File: config.mk
export PLATFORM = sky130hd
export DESIGN_NAME = pbm_front
export DESIGN_NICKNAME = d
export VERILOG_FILES = /design/src/rtl/pbm_pkg.sv /design/src/rtl/pbm_front.sv
export SDC_FILE = /design/constraint.sdc
export NUM_CORES = 1
export LEC_CHECK = 0
export BUFFER_PORTS_ARGS = -buffer_cell sky130_fd_sc_hd__buf_2
export CAP_MARGIN = 5
export CORE_MARGIN = 2
export CORE_UTILIZATION = 52
export CTS_BUF_LIST = sky130_fd_sc_hd__clkbuf_4 sky130_fd_sc_hd__clkbuf_8 sky130_fd_sc_hd__clkbuf_16
export CTS_CLUSTER_DIAMETER = 150
export DETAILED_ROUTE_END_ITERATION = 12
export MAX_ROUTING_LAYER = met4
export PLACE_DENSITY = 0.9
export SLEW_MARGIN = 20
export SYNTH_ARGS = -nofsm -noshare
export SYNTH_HDL_FRONTEND = slang
export SYNTH_SLANG_ARGS = --single-unit
File: constraint.sdc
create_clock -name clk -period 2.9 [get_ports clk]
set_input_delay 0.145 -clock clk [delete_from_list [all_inputs] [get_ports clk]]
set_output_delay 0.145 -clock clk [all_outputs]
set_load 0.03 [all_outputs]
File: src/rtl/pbm_pkg.sv
// ----------------------------------------------------------------------------
// pbm_pkg
// Shared types and constants for the PCM block mixer with peak limiter.
// ----------------------------------------------------------------------------
package pbm_pkg;

	typedef enum logic [1:0] {
		CMD_ACC   = 2'd0,
		CMD_CLOSE = 2'd1,
		CMD_READ  = 2'd2,
		CMD_NONE  = 2'd3
	} cmd_t;

	localparam logic [1:0] REG_CHANNELS = 2'd0;
	localparam logic [1:0] REG_FRAMES   = 2'd1;
	localparam logic [1:0] REG_SILENCE  = 2'd2;

	localparam logic [3:0]  CH_RESET  = 4'd2;
	localparam logic [11:0] FR_RESET  = 12'd480;
	localparam logic [7:0]  SIL_RESET = 8'd20;

	localparam int LIMIT_LEVEL = 32767;
	localparam int CLAMP_HIGH  = 32767;
	localparam int CLAMP_LOW   = -32768;

	typedef struct packed {
		logic [1:0]  cmd;
		logic [10:0] frame;
		logic [2:0]  chan;
		logic [15:0] sample;
	} req_t;

	typedef struct packed {
		logic [15:0] sample_out;
		logic        audible;
		logic [23:0] block_peak;
		logic [7:0]  silent_run;
		logic        epoch_end;
	} res_t;

endpackage

File: src/rtl/pbm_front.sv
// ----------------------------------------------------------------------------
// pbm_front
// Accepts requests into a two-entry queue; hands them to the back end.
// ----------------------------------------------------------------------------
module pbm_front
	import pbm_pkg::*;
(
	input  logic clk,
	input  logic arst_n,
	input  logic push,
	input  req_t push_req,
	output logic full,
	input  logic pop,
	output logic avail,
	output req_t head
);
	req_t       q_q [2];
	logic       rd_q, wr_q;
	logic [1:0] cnt_q;

	assign full  = (cnt_q == 2'd2);
	assign avail = (cnt_q != 2'd0);
	assign head  = q_q[rd_q];

	always_ff @(posedge clk) begin
		if (push) begin
			q_q[wr_q] <= push_req;
		end
	end

	always_ff @(posedge clk or negedge arst_n) begin
		if (!arst_n) begin
			rd_q  <= 1'b0;
			wr_q  <= 1'b0;
			cnt_q <= 2'd0;
		end else begin
			if (push) begin
				wr_q <= ~wr_q;
			end
			if (pop) begin
				rd_q <= ~rd_q;
			end
			cnt_q <= cnt_q + {1'b0, push} - {1'b0, pop};
		end
	end
endmodule

==> impl_results.md <==
* Worst-path clk slew at 0.07 ns
* Final hold violations at 0
* Worst Skew at 0.00373 ns
* FF-to-FF Start: wr_q
* Clk root buf: clkbuf_8
* Largest net degree at the start of global routing at 33
* CORE AREA at 5010 um2
* Data arrival, critical path at 1.89 ns
* Worst skew pair latency at 0.31 ns
* Post-synthesis sequential area ratio at 0.760
* Xor/xnor cell area share of the yosys netlist at 0.0155
* Worst-Margin Slew at 0.937 ns
* DIE WIDTH at 75.5 um
* Final Max Tran Viols at 0
* Synth Area in Compound Gates at 0
* Max Fanout on Critical Path at 21
* Post-route DRC violation count at 0
* Leak at 1.39 nW
* Mux contribution to synthesized area at 0.176
* Drt wl/cell at 14.7 um
* GRT Total Usage at 0.153
* Initial antenna violation count at 0
* Mapped cell area at 2660 um2
* Syn_nets at 153
* Core Rows at 26
* Vias in the first global route at 1318
* Die area at 5710 um2
* Clock network power share at 0.188
* NetSw at 1.14 mW
* Area Growth Syn to Fin at 26.1%
* Worst Setup End Kind: output port
* Synth warn at 0
* # resized after CTS at 0
* #FFs+latches synth at 68
* GP Congestion at 0.702
* Post-DP HPWL at 2770 um
* PD cells at 990 nW/um2
* Simple-Gate Fraction of Synth Area at 0.00940
* Sw Ratio at 0.343
* Initial Util at 0.531
* Final setup violation count at 0
* Min Tclk post-route at 2.03 ns
* Final period util at 0.701
* DRT iter0 DRCs at 75
* Nets@finish at 246
* Vias at 1334
* Met3 Routed Length at 164 um
* Startpoint types: flop
* CTS tree: built
* Routed wl met2 at 2220 um
* CTS Buf Count at 9
* Adder-cell share of the synthesized area at 0.00940
* Area of the multi-input gates at 568 um2
* Register area at 2020 um2
* HP Class: primary input to flop
* # IOs at 70
* Worst vdd ir at 687 uV
* Unrepaired setup endpoints after global routing: no
* Hold Crit Start: push_req[10]
* Num Clock Sinks at 68
* Largest family of logic cells by synthesized area: multiplexers
* Deepest clock path buffer count at 2
* Worst setup path start: rd_q
* Top sig layer: met4
* Worst EP required at 2.76 ns
* Hold-fix buffers, CTS at 10
* Die Y at 75.5 um
* Int Pwr at 2.18 mW
* Avg Cell Area, Syn at 23.1 um2
* First-pass GRT wire length at 5820 um
* Post-CTS setup buffer count at 0
* Gr ovfl total at 0
* Register share of total power at 0.435
* Crit path kind: flop to output port
* Status: completed
* Slew HR at 0.374
* H-tree Lvls at 3
* Final WL at 4160 um
* Syn Inst Count at 115
* Antenna Cells at 0
* F_max at 0.492 GHz
* Gate power share at 0.377
* Layout cells sized above 1 at 0.563
* Filler Cells Inserted at 353
* Total power at 3.32 mW
* Yosys cell types at 13
* Met1 WL at 1690 um
* Vias/cell at 4.71
* I/O Buffers at 69
* Max cap viols at 0
* Antenna-violating nets left at 0
* Pre-antenna DRT Iters at 4
* Final TNS setup at 0 ns
-- area by class of cell --
type | count | area share
Multi-Input combinational cell | 41 | 0.169
Inverter | 2 | 0.00224
Clock inverter | 4 | 0.00485
Timing Repair Buffer | 86 | 0.151
Clock buffer | 12 | 0.0436
Tap cell | 70 | 0.0261
Sequential cell | 68 | 0.603
-- cell usage after synthesis --
cell type	count	area [um2]
xor2_1	2	17.5
xor3_1	1	23.8
buf_12	3	60.1
and2_1	1	6.26
inv_1	2	7.51
mux2_4	29	435
nor2b_1	2	12.5
or2_2	1	6.26
dfrtp_1	4	100
ha_1	2	25.0
buf_6	1	11.3
mux2_2	3	33.8
edfxtp_1	64	1920
-- kinds of logic (layout without fill, tap and decap cells) --
kind of cell / Yosys count / after routing
xor+xnor: 3 / 3
buf+inv: 6 / 104
fa+ha+maj: 2 / 2
mux: 32 / 32
flops: 68 / 68
simple gates: 4 / 4
-- cell usage in the layout (no fill, tap or decap) --
cell type / netlist / final
buf_2: 0 / 69
edfxtp_1: 64 / 64
mux2_4: 29 / 29
dlygate4sd3_1: 0 / 14
clkbuf_8: 0 / 9
mux2_2: 3 / 3
clkinv_1: 0 / 3
clkbuf_4: 0 / 3
dfrtp_1: 4 / 3
buf_4: 0 / 3
inv_1: 2 / 2
xor2_1: 2 / 2
ha_1: 2 / 2
xor3_1: 1 / 1
and2_1: 1 / 1
or2_2: 1 / 1
nor2b_1: 2 / 1
nor2b_4: 0 / 1
clkinv_2: 0 / 1
dfrtp_2: 0 / 1
-- registers in the layout, summed over array words and instances (netlist names) --
name and count:
wr_q 1, q_q 64, rd_q 1, cnt_q 2
-- final timing paths --
check,slack [ns],depth (start not counted),endpoint
setup / recovery,0.87,3,head[26]
hold / removal,0.02,1,q_q[1][10]
setup reg to reg,1.34,1,q_q[0][11]
hold reg to reg,0.54,1,wr_q
max in group asynchronous,2.61,2,rd_q
min in group asynchronous,0.15,2,cnt_q[1]
-- worst max-delay path: stages (launching register included) --
cell and delay (ns):
dfrtp_2 0.76, buf_4 0.31, mux2_4 0.31, buf_2 0.18
-- metrics by stage --
stage               setup WS (ns)  std cells  hold WS [ns]  instance area (um2)  utilization
floorplan                   0.633        115        -0.151                 2660            -
global placement             1.23        253       -0.0436                 3050        0.610
detailed placement           1.19        253       -0.0423                 3050        0.610
CTS                         0.831        279     0.0000153                 3320        0.662
global route                0.791        283      0.000852                 3360        0.670
finish                      0.867        283        0.0188                 3360        0.670
-- power groups by stage --
stage | registers [mW] | clock network, mW | logic, mW
final | 1.45 | 0.626 | 1.25
after global routing | 1.47 | 0.685 | 1.34
after CTS | 1.45 | 0.653 | 1.26
after detailed placement | 1.47 | 0 | 1.25
after global placement | 1.45 | 0 | 1.23
after floorplan | 1.38 | 0 | 1.12
-- routing by layer --
layer / GRT usage / vias to the layer above
met5: - / -
met4: 0.105 / 0
met3: 0.0344 / 8
met2: 0.262 / 45
met1: 0.155 / 649
li1: - / 632
Note: power is estimated with default switching activity, not from simulation.
